`src/design/pre_pkg.sv`:
```
`default_nettype none
package pre_pkg;

  localparam int FRAMES     = 8;
  localparam int FRAME_W    = $clog2(FRAMES);
  localparam int NUM_W      = $clog2(FRAMES + 1);
  localparam int PAGE_BITS  = 8;
  localparam int PAGES      = 1 << PAGE_BITS;
  localparam int COUNT_BITS = 16;
  localparam int FAULT_BITS = 16;
  localparam int CFG_W      = 4;

  typedef enum logic [1:0] {
    MODE_FIFO  = 2'd0,
    MODE_CLOCK = 2'd1,
    MODE_LFU   = 2'd2,
    MODE_SPARE = 2'd3
  } mode_t;

  typedef enum logic {
    REG_POLICY = 1'b0,
    REG_FRAMES = 1'b1
  } reg_idx_t;

  typedef struct packed {
    logic accept;
    logic look;
    logic clock_step;
    logic scan_step;
    logic load;
    logic clr_step;
  } pre_cmd_t;

  typedef struct packed {
    logic  hit;
    mode_t mode;
    logic  mark_set;
    logic  scan_done;
    logic  clr_done;
  } pre_sts_t;

  function automatic logic [COUNT_BITS-1:0] sat_inc(input logic [COUNT_BITS-1:0] v);
    sat_inc = (v == {COUNT_BITS{1'b1}}) ? v : v + 1'b1;
  endfunction

endpackage
`default_nettype wire

```
`src/design/page_replacement_engine.sv`:
```
// Page replacement engine.
// Input channel: in_valid / in_stall carry one page reference (in_page_number).
// Output channel: out_valid / out_stall carry one result per reference: hit,
// frame index, displaced page and the saturating fault total.
// Configuration: cfg_we writes cfg_data to register cfg_index
// (0 policy mode, 1 active frame count); write only while idle.
// One request is in flight at a time; in_stall is high from acceptance until
// its result is taken.
// Steps: a hit goes from lookup to the result; a FIFO or second chance
// fault steps the hand (second chance clears each marked frame it passes,
// up to active frames), then loads; an LFU fault scans for the minimum, then
// loads. The clock sweep and the LFU scan examine one frame per cycle.
// Reset: frames empty, ranks in frame index order, then a pass over all 256
// entries clears the per-page count memory, during which in_stall stays high.
// When out_stall is high the result holds on the outputs and no new request
// is accepted.
`default_nettype none
module page_replacement_engine (
  input  wire logic                          clk,
  input  wire logic                          rst_n,
  input  wire logic                          cfg_we,
  input  wire logic                          cfg_index,
  input  wire logic [pre_pkg::CFG_W-1:0]     cfg_data,
  input  wire logic                          in_valid,
  output logic                               in_stall,
  input  wire logic [pre_pkg::PAGE_BITS-1:0] in_page_number,
  output logic                               out_valid,
  input  wire logic                          out_stall,
  output logic                               out_hit,
  output logic [pre_pkg::FRAME_W-1:0]        out_frame_index,
  output logic                               out_evicted_valid,
  output logic [pre_pkg::PAGE_BITS-1:0]      out_evicted_page,
  output logic [pre_pkg::FAULT_BITS-1:0]     out_fault_total
);

  pre_pkg::pre_cmd_t cmd;
  pre_pkg::pre_sts_t sts;

  pre_ctrl u_ctrl (
    .clk       (clk),
    .rst_n     (rst_n),
    .in_valid  (in_valid),
    .in_stall  (in_stall),
    .out_valid (out_valid),
    .out_stall (out_stall),
    .sts       (sts),
    .cmd       (cmd)
  );

  pre_dp u_dp (
    .clk               (clk),
    .rst_n             (rst_n),
    .cfg_we            (cfg_we),
    .cfg_index         (cfg_index),
    .cfg_data          (cfg_data),
    .in_page_number    (in_page_number),
    .out_hit           (out_hit),
    .out_frame_index   (out_frame_index),
    .out_evicted_valid (out_evicted_valid),
    .out_evicted_page  (out_evicted_page),
    .out_fault_total   (out_fault_total),
    .cmd               (cmd),
    .sts               (sts)
  );

endmodule
`default_nettype wire

```
`src/design/pre_ram.sv`:
```
`default_nettype none
module pre_ram #(
  parameter int WIDTH = 16,
  parameter int DEPTH = 256
) (
  input  wire logic                     clk,
  input  wire logic                     we,
  input  wire logic [$clog2(DEPTH)-1:0] waddr,
  input  wire logic [WIDTH-1:0]         wdata,
  input  wire logic [$clog2(DEPTH)-1:0] raddr,
  output logic      [WIDTH-1:0]         rdata
);

  logic [WIDTH-1:0] mem [DEPTH];

  always_ff @(posedge clk) begin
    if (we) begin
      mem[waddr] <= wdata;
    end
    rdata <= mem[raddr];
  end

endmodule
`default_nettype wire

```
`src/design/pre_ctrl.sv`:
```
`default_nettype none
module pre_ctrl (
  input  wire logic              clk,
  input  wire logic              rst_n,
  input  wire logic              in_valid,
  output logic                   in_stall,
  output logic                   out_valid,
  input  wire logic              out_stall,
  input  wire pre_pkg::pre_sts_t sts,
  output pre_pkg::pre_cmd_t      cmd
);

  typedef enum logic [6:0] {
    S_CLR   = 7'b0000001,
    S_IDLE  = 7'b0000010,
    S_LOOK  = 7'b0000100,
    S_CLOCK = 7'b0001000,
    S_SCAN  = 7'b0010000,
    S_LOAD  = 7'b0100000,
    S_OUT   = 7'b1000000
  } state_t;

  state_t state_r, state_nxt;

  always_ff @(posedge clk) begin
    if (!rst_n) begin
      state_r <= S_CLR;
    end else begin
      state_r <= state_nxt;
    end
  end

  always_comb begin
    state_nxt = state_r;
    unique case (state_r)
      S_CLR:   if (sts.clr_done) state_nxt = S_IDLE;
      S_IDLE:  if (in_valid) state_nxt = S_LOOK;
      S_LOOK: begin
        if (sts.hit) state_nxt = S_OUT;
        else if (sts.mode == pre_pkg::MODE_LFU) state_nxt = S_SCAN;
        else state_nxt = S_CLOCK;
      end
      S_CLOCK: if (!sts.mark_set) state_nxt = S_LOAD;
      S_SCAN:  if (sts.scan_done) state_nxt = S_LOAD;
      S_LOAD:  state_nxt = S_OUT;
      S_OUT:   if (!out_stall) state_nxt = S_IDLE;
      default: state_nxt = S_CLR;
    endcase
  end

  assign in_stall       = (state_r != S_IDLE);
  assign out_valid      = (state_r == S_OUT);
  assign cmd.accept     = (state_r == S_IDLE) && in_valid;
  assign cmd.look       = (state_r == S_LOOK);
  assign cmd.clock_step = (state_r == S_CLOCK);
  assign cmd.scan_step  = (state_r == S_SCAN);
  assign cmd.load       = (state_r == S_LOAD);
  assign cmd.clr_step   = (state_r == S_CLR);

endmodule
`default_nettype wire

```
`src/design/pre_dp.sv`:
```
`default_nettype none
module pre_dp (
  input  wire logic                             clk,
  input  wire logic                             rst_n,
  input  wire logic                             cfg_we,
  input  wire logic                             cfg_index,
  input  wire logic [pre_pkg::CFG_W-1:0]        cfg_data,
  input  wire logic [pre_pkg::PAGE_BITS-1:0]    in_page_number,
  output logic                                  out_hit,
  output logic [pre_pkg::FRAME_W-1:0]           out_frame_index,
  output logic                                  out_evicted_valid,
  output logic [pre_pkg::PAGE_BITS-1:0]         out_evicted_page,
  output logic [pre_pkg::FAULT_BITS-1:0]        out_fault_total,
  input  wire pre_pkg::pre_cmd_t                cmd,
  output pre_pkg::pre_sts_t                     sts
);

  localparam int FR = pre_pkg::FRAMES;
  localparam int FW = pre_pkg::FRAME_W;
  localparam int NW = pre_pkg::NUM_W;
  localparam int PB = pre_pkg::PAGE_BITS;
  localparam int CB = pre_pkg::COUNT_BITS;

  logic [1:0]    pol_r;
  logic [3:0]    act_r;
  logic [NW-1:0] n_cur;
  pre_pkg::mode_t mode_cur;

  logic [PB-1:0] frame_page_r [FR];
  logic [FR-1:0] frame_valid_r;
  logic [CB-1:0] use_mark_r [FR];
  logic [FW-1:0] age_r [FR];
  logic [FW-1:0] hand_r;
  logic [pre_pkg::FAULT_BITS-1:0] fault_r;

  logic [PB-1:0]  page_r;
  logic [NW-1:0]  n_r;
  pre_pkg::mode_t mode_r;
  logic [CB-1:0]  cnt_r;
  logic [FW-1:0]  victim_r, best_r;
  logic [CB-1:0]  low_r;
  logic [NW-1:0]  idx_r;
  logic           hit_r;
  logic [PB-1:0]  clr_r;

  logic           found;
  logic [FW-1:0]  found_idx;
  logic [FW-1:0]  hand_eff;
  logic [FW-1:0]  hand_inc;
  logic [FW-1:0]  vic;
  logic [FW-1:0]  scan_i;
  logic [FW-1:0]  old_rank;
  logic [FW-1:0]  top_rank;
  logic [CB-1:0]  rdata;
  logic [CB-1:0]  cnt_new;
  logic           ram_we;
  logic [PB-1:0]  ram_waddr;
  logic [CB-1:0]  ram_wdata;

  always_ff @(posedge clk) begin
    if (!rst_n) begin
      pol_r <= 2'd0;
      act_r <= 4'd5;
    end else if (cfg_we) begin
      unique case (pre_pkg::reg_idx_t'(cfg_index))
        pre_pkg::REG_POLICY: pol_r <= cfg_data[1:0];
        pre_pkg::REG_FRAMES: act_r <= cfg_data[3:0];
        default: ;
      endcase
    end
  end

  always_comb begin
    if (act_r == 4'd0) n_cur = NW'(1);
    else if (NW'(act_r) > NW'(FR)) n_cur = NW'(FR);
    else n_cur = NW'(act_r);
    mode_cur = (pol_r == pre_pkg::MODE_SPARE) ? pre_pkg::MODE_FIFO : pre_pkg::mode_t'(pol_r);
  end

  always_comb begin
    found     = 1'b0;
    found_idx = '0;
    for (int i = FR - 1; i >= 0; i--) begin
      if (NW'(i) < n_r && frame_valid_r[i] && frame_page_r[i] == page_r) begin
        found     = 1'b1;
        found_idx = FW'(i);
      end
    end
  end

  assign hand_eff = (NW'(hand_r) >= n_r) ? '0 : hand_r;
  assign hand_inc = (NW'(hand_r) + 1'b1 < n_r) ? hand_r + 1'b1 : '0;
  assign vic      = (mode_r == pre_pkg::MODE_LFU) ? best_r : victim_r;
  assign scan_i   = idx_r[FW-1:0];
  assign old_rank = age_r[vic];
  assign top_rank = FW'(n_r - 1'b1);
  assign cnt_new  = pre_pkg::sat_inc(rdata);

  assign ram_we    = cmd.clr_step || (cmd.look && mode_r == pre_pkg::MODE_LFU);
  assign ram_waddr = cmd.clr_step ? clr_r : page_r;
  assign ram_wdata = cmd.clr_step ? '0 : cnt_new;

  pre_ram #(.WIDTH(CB), .DEPTH(pre_pkg::PAGES)) u_cnt_ram (
    .clk   (clk),
    .we    (ram_we),
    .waddr (ram_waddr),
    .wdata (ram_wdata),
    .raddr (in_page_number),
    .rdata (rdata)
  );

  always_ff @(posedge clk) begin
    if (!rst_n) begin
      clr_r <= '0;
    end else if (cmd.clr_step) begin
      clr_r <= clr_r + 1'b1;
    end
  end

  always_ff @(posedge clk) begin
    if (!rst_n) begin
      frame_valid_r <= '0;
      hand_r        <= '0;
      fault_r       <= '0;
      for (int i = 0; i < FR; i++) begin
        frame_page_r[i] <= '0;
        use_mark_r[i]   <= '0;
        age_r[i]        <= FW'(i);
      end
    end else begin
      if (cmd.look) begin
        if (found) begin
          if (mode_r == pre_pkg::MODE_CLOCK) use_mark_r[found_idx] <= CB'(1);
          else if (mode_r == pre_pkg::MODE_LFU)
            use_mark_r[found_idx] <= pre_pkg::sat_inc(use_mark_r[found_idx]);
        end else begin
          hand_r <= hand_eff;
        end
      end
      if (cmd.clock_step) begin
        if (sts.mark_set) use_mark_r[hand_r] <= '0;
        hand_r <= hand_inc;
      end
      if (cmd.load) begin
        frame_page_r[vic]  <= page_r;
        frame_valid_r[vic] <= 1'b1;
        use_mark_r[vic]    <= (mode_r == pre_pkg::MODE_LFU) ? cnt_r : '0;
        if (fault_r != {pre_pkg::FAULT_BITS{1'b1}}) fault_r <= fault_r + 1'b1;
        if (mode_r == pre_pkg::MODE_LFU) begin
          for (int i = 0; i < FR; i++) begin
            if (FW'(i) == vic) age_r[i] <= top_rank;
            else if (NW'(i) < n_r && old_rank < age_r[i]) age_r[i] <= age_r[i] - 1'b1;
          end
        end
      end
    end
  end

  always_ff @(posedge clk) begin
    if (cmd.accept) begin
      page_r <= in_page_number;
      n_r    <= n_cur;
      mode_r <= mode_cur;
    end
    if (cmd.look) begin
      hit_r    <= found;
      victim_r <= found_idx;
      cnt_r    <= cnt_new;
      best_r   <= '0;
      low_r    <= use_mark_r[0];
      idx_r    <= NW'(1);
    end
    if (cmd.clock_step && !sts.mark_set) begin
      victim_r <= hand_r;
    end
    if (cmd.scan_step && !sts.scan_done) begin
      if (use_mark_r[scan_i] < low_r) begin
        low_r  <= use_mark_r[scan_i];
        best_r <= scan_i;
      end else if (use_mark_r[scan_i] == low_r && age_r[scan_i] < age_r[best_r]) begin
        best_r <= scan_i;
      end
      idx_r <= idx_r + 1'b1;
    end
    if (cmd.look && found) begin
      out_hit           <= 1'b1;
      out_frame_index   <= found_idx;
      out_evicted_valid <= 1'b0;
      out_evicted_page  <= '0;
      out_fault_total   <= fault_r;
    end
    if (cmd.load) begin
      out_hit           <= 1'b0;
      out_frame_index   <= vic;
      out_evicted_valid <= frame_valid_r[vic];
      out_evicted_page  <= frame_valid_r[vic] ? frame_page_r[vic] : '0;
      out_fault_total   <= (fault_r != {pre_pkg::FAULT_BITS{1'b1}}) ? fault_r + 1'b1 : fault_r;
    end
  end

  assign sts.hit       = found;
  assign sts.mode      = mode_r;
  assign sts.mark_set  = (mode_r == pre_pkg::MODE_CLOCK) && (use_mark_r[hand_r] != '0);
  assign sts.scan_done = (idx_r >= n_r);
  assign sts.clr_done  = (clr_r == {PB{1'b1}});

  a_scan_lfu: assert property (@(posedge clk) disable iff (!rst_n)
    cmd.scan_step |-> mode_r == pre_pkg::MODE_LFU)
    else $error("scan outside LFU mode");

  a_fault_up: assert property (@(posedge clk) disable iff (!rst_n)
    cmd.load |=> fault_r != '0 && fault_r >= $past(fault_r))
    else $error("fault total did not advance");

  a_loaded: assert property (@(posedge clk) disable iff (!rst_n)
    cmd.load |=> frame_valid_r[$past(vic)] && frame_page_r[$past(vic)] == page_r)
    else $error("victim frame not loaded");

  a_hit_flag: assert property (@(posedge clk) disable iff (!rst_n)
    cmd.look |=> hit_r == $past(found))
    else $error("hit flag mismatch");

endmodule
`default_nettype wire
```
`config.mk`:
```
export PLATFORM = sky130hd
export DESIGN_NAME = page_replacement_engine
export DESIGN_NICKNAME = d
export VERILOG_FILES = /design/src/design/pre_pkg.sv /design/src/design/page_replacement_engine.sv /design/src/design/pre_ram.sv /design/src/design/pre_ctrl.sv /design/src/design/pre_dp.sv
export SDC_FILE = /design/constraint.sdc
export NUM_CORES = 2
export LEC_CHECK = 0
export BUFFER_PORTS_ARGS = -buffer_cell sky130_fd_sc_hd__buf_2
export CORE_ASPECT_RATIO = 1.2
export CORE_MARGIN = 2
export CORE_UTILIZATION = 40
export CTS_CLUSTER_DIAMETER = 60
export CTS_CLUSTER_SIZE = 40
export DETAILED_ROUTE_END_ITERATION = 16
export PLACE_DENSITY = 0.6
export SLEW_MARGIN = 20
export SYNTH_ARGS = -nofsm -noshare
export SYNTH_HDL_FRONTEND = slang
export SYNTH_MEMORY_MAX_BITS = 65536
export SYNTH_SLANG_ARGS = --single-unit
```
`constraint.sdc`:
```
create_clock -name clk -period 15.35 [get_ports clk]
set_clock_uncertainty 0.1 [all_clocks]
set_input_delay 3.07 -clock clk [delete_from_list [all_inputs] [get_ports clk]]
set_output_delay 3.07 -clock clk [all_outputs]
set_load 0.02 [all_outputs]
```
==> reports/metrics.csv <==
metric;value;unit
crit_start;in_page_number[1];
p_comb_frac;0.064;
synth.largest_area_cell;edfxtp_1;
cts_tree;yes;
rows;267;
fmax;0.140;GHz
vias;85097;
use_met1;0.265;
required;16.10;ns
cts-htree-levels;4;
globalRouteMet2Util;0.349;
clkTransAtPathRegs;0.11;ns
path_class;in -> reg;
grt_pass1_wl;647;mm
met3_usage;0.0250;
clock_latency;0.99;ns
fillers;36728;
seq_power_share;0.599;
ys.flop_type;edfxtp_1;
slew_headroom;0.192;
min_from;u_dp.frame_valid_r[4];
coreArea;0.441;mm²
initial_core_util;0.402;
cts_resized;0;
die_height;733;µm
r2r-start;u_dp.n_r[0];
ys_seq_area_frac;0.752;
synth_top_area_share;0.742;
powerDensity;117;mW/mm²
port_buffers;48;
power;0.0228;W
clockRootBuffer;clkbuf_16;
synth_common_cells;edfxtp_1 (4377), mux4_2 (1404), nor2_1 (475), clkbuf_1 (342), nand2_1 (296);
netlist_top_cells_area;edfxtp_1 (74%), mux4_2 (18%), dfxtp_1 (1.0%);
synth_edf_count;4377;
async_flop_share;0;
r2r_setup_slack;8.25;ns
track_usage;0.202;
worst_slew_pin_slew;1.20;ns
synthSimpleGateAreaFrac;0.0316;
cts.sinks;4467;
drive_gt1_frac;0.277;
grt_max_degree;257;
critical_path_arrival;7.91;ns
routed_wl;460;mm
tns;0;ns
die_w;612;µm
area_delta_synth_final;10.1;%
syn_nets;8237;
clockBufferDepth;4;
synth_top_family_by_area;multiplexers;
worstPathMaxFanout;91;
antenna_found_initial;19;
die_area;0.448;mm²
grt.overflow.total;0;
worst_setup_path_end_kind;flip-flop;
start_kind;primary input;
fin_nets;8456;
post_cts_buffers;0;
cts_inserted_buffers;234;
avgSynthCellArea;21.7;µm²
pwr-share-clk;0.337;
vias_per_cell;5.91;
cellLeakagePower;60.8;nW
ant_nets;0;
synth_compound_area_frac;0.0127;
syn-cell-area;0.177;mm²
io_pins;49;
avgRoutedWirePerCell;31.9;µm
status;finished clean;
gp_congestion;0.847;
ys_types;81;
fin_crit;7.16;ns
synthAdderAreaFrac;0.00438;
holdBufCountCts;0;
rsz0062_at_grt;false;
timing.final.hold_violations;0;
grt_pass1_vias;85289;
fin_crit_sh;0.466;
busiest_layer;met2;
drv_cap;0;
drt_first_pass_iters;5;
vdd_drop_max;0.102;mV
synth_most_common_cell;edfxtp_1;
synthMuxAreaShare;0.182;
syn-instance-count;8157;
drv_slew;0;
yosys_warnings;0;
drc_errors;0;
dp_hpwl;270;mm
synth-xor-area-share;0.00553;
drt_iter0_markers;9935;
p_switching;0.00544;W
switching_share;0.239;
synth_seq_cells;4467;
setup_viol;0;
min_path_type;reg -> reg;
p_int;0.0173;W
## cells by family (layout without fill, tap and decap cells)
family,Yosys count,count (layout)
xor+xnor,112,112
mux,1465,1465
simple gates,1200,1200
other cells,0,40
buf+inv,544,968
flops,4467,4467
fa+ha+maj,62,62
compound gates,307,307
## routing by layer
layer | routed length (µm) | up-vias | part of all wire
li1 | - | 34493 | -
met1 | 177000 | 46562 | 0.39
met2 | 236000 | 3417 | 0.51
met3 | 30200 | 619 | 0.066
met4 | 15900 | 6 | 0.035
met5 | 39 | - | 0.000085
## through the flow
stage | utilization | cell area (µm²) | std cells | hold WS (ns) | worst slack (ns)
5_1_grt | 0.443 | 195000 | 14398 | 0.401 | 7.89
3_5_place_dp | 0.422 | 186000 | 13918 | 0.353 | 6.98
3_3_place_gp | 0.422 | 186000 | 13913 | 0.353 | 7.00
4_1_cts | 0.442 | 195000 | 14359 | 0.369 | 8.04
6_report | 0.443 | 195000 | 14404 | 0.374 | 8.19
2_1_floorplan | - | 177000 | 8157 | 0.334 | 2.01
## registers in the layout, summed over array words and instances, names as in the netlist, 7 cells and up, named ones only
signal and flops:
u_dp.low_r 16, u_dp.age_r 24, u_ctrl.state_r 7, u_dp.out_fault_total 16, u_dp.out_evicted_page 8, u_dp.clr_r 8
u_dp.frame_page_r 64, u_dp.cnt_r 16, u_dp.use_mark_r 128, u_dp.fault_r 16, u_dp.frame_valid_r 8, u_dp.u_cnt_ram.mem 4096
u_dp.page_r 8, u_dp.u_cnt_ram.rdata 16
## cells in the final DEF (no fill, tap or decap), types with 21 or more instances in the layout
cell,count
a31oi_1,21
xor2_1,57
inv_6,24
mux2_2,23
diode_2,40
xnor2_1,55
a221oi_1,35
nor2b_1,22
nor3_1,23
a21oi_1,35
mux4_2,1404
a211oi_1,45
buf_4,363
inv_1,91
inv_12,24
and2_1,96
nor2_2,37
o21ai_0,44
nand4_1,32
dfxtp_1,88
buf_2,42
mux2i_1,33
clkbuf_16,238
nor2_1,442
nor4_1,35
nand3_1,92
edfxtp_1,4377
clkinv_8,28
ha_1,62
and3_1,30
nand2_1,296
## worst paths after layout
kind / to / cells past startpoint
worst min-delay path: u_dp.frame_valid_r[4] / 2
worst min register to register: u_dp.frame_valid_r[4] / 2
worst max-delay path: u_dp.u_cnt_ram.rdata[15] / 7
worst max register to register: u_dp.use_mark_r[5][14] / 16
## cell type report
class | count | area [µm²] | share of cell area
Multi-Input combinational cell | 3146 | 42100 | 0.216
Tap cell | 5783 | 7240 | 0.0371
Inverter | 91 | 342 | 0.00175
Timing Repair Buffer | 436 | 3510 | 0.0180
Antenna cell | 40 | 100 | 0.000513
Sequential cell | 4467 | 133000 | 0.683
Clock buffer | 254 | 6050 | 0.0310
Clock inverter | 187 | 2640 | 0.0135
## power groups by stage
| stage | logic (W) | registers (W) | clock network, W |
|---|---|---|---|
| 6_report | 0.00146 | 0.0136 | 0.00768 |
| 2_1_floorplan | 0.000842 | 0.0139 | 0 |
| 5_1_grt | 0.00153 | 0.0136 | 0.00822 |
| 4_1_cts | 0.00147 | 0.0136 | 0.00784 |
| 3_3_place_gp | 0.00144 | 0.0139 | 0 |
| 3_5_place_dp | 0.00147 | 0.0139 | 0 |
## worst max-delay path, stage by stage
cell and delay, ns:
buf_8 0.63, buf_4 0.84, buf_4 0.90, mux4_2 0.43, mux4_2 0.53, mux4_2 0.75
mux4_2 0.54
Power figures use the tool's default switching activity.
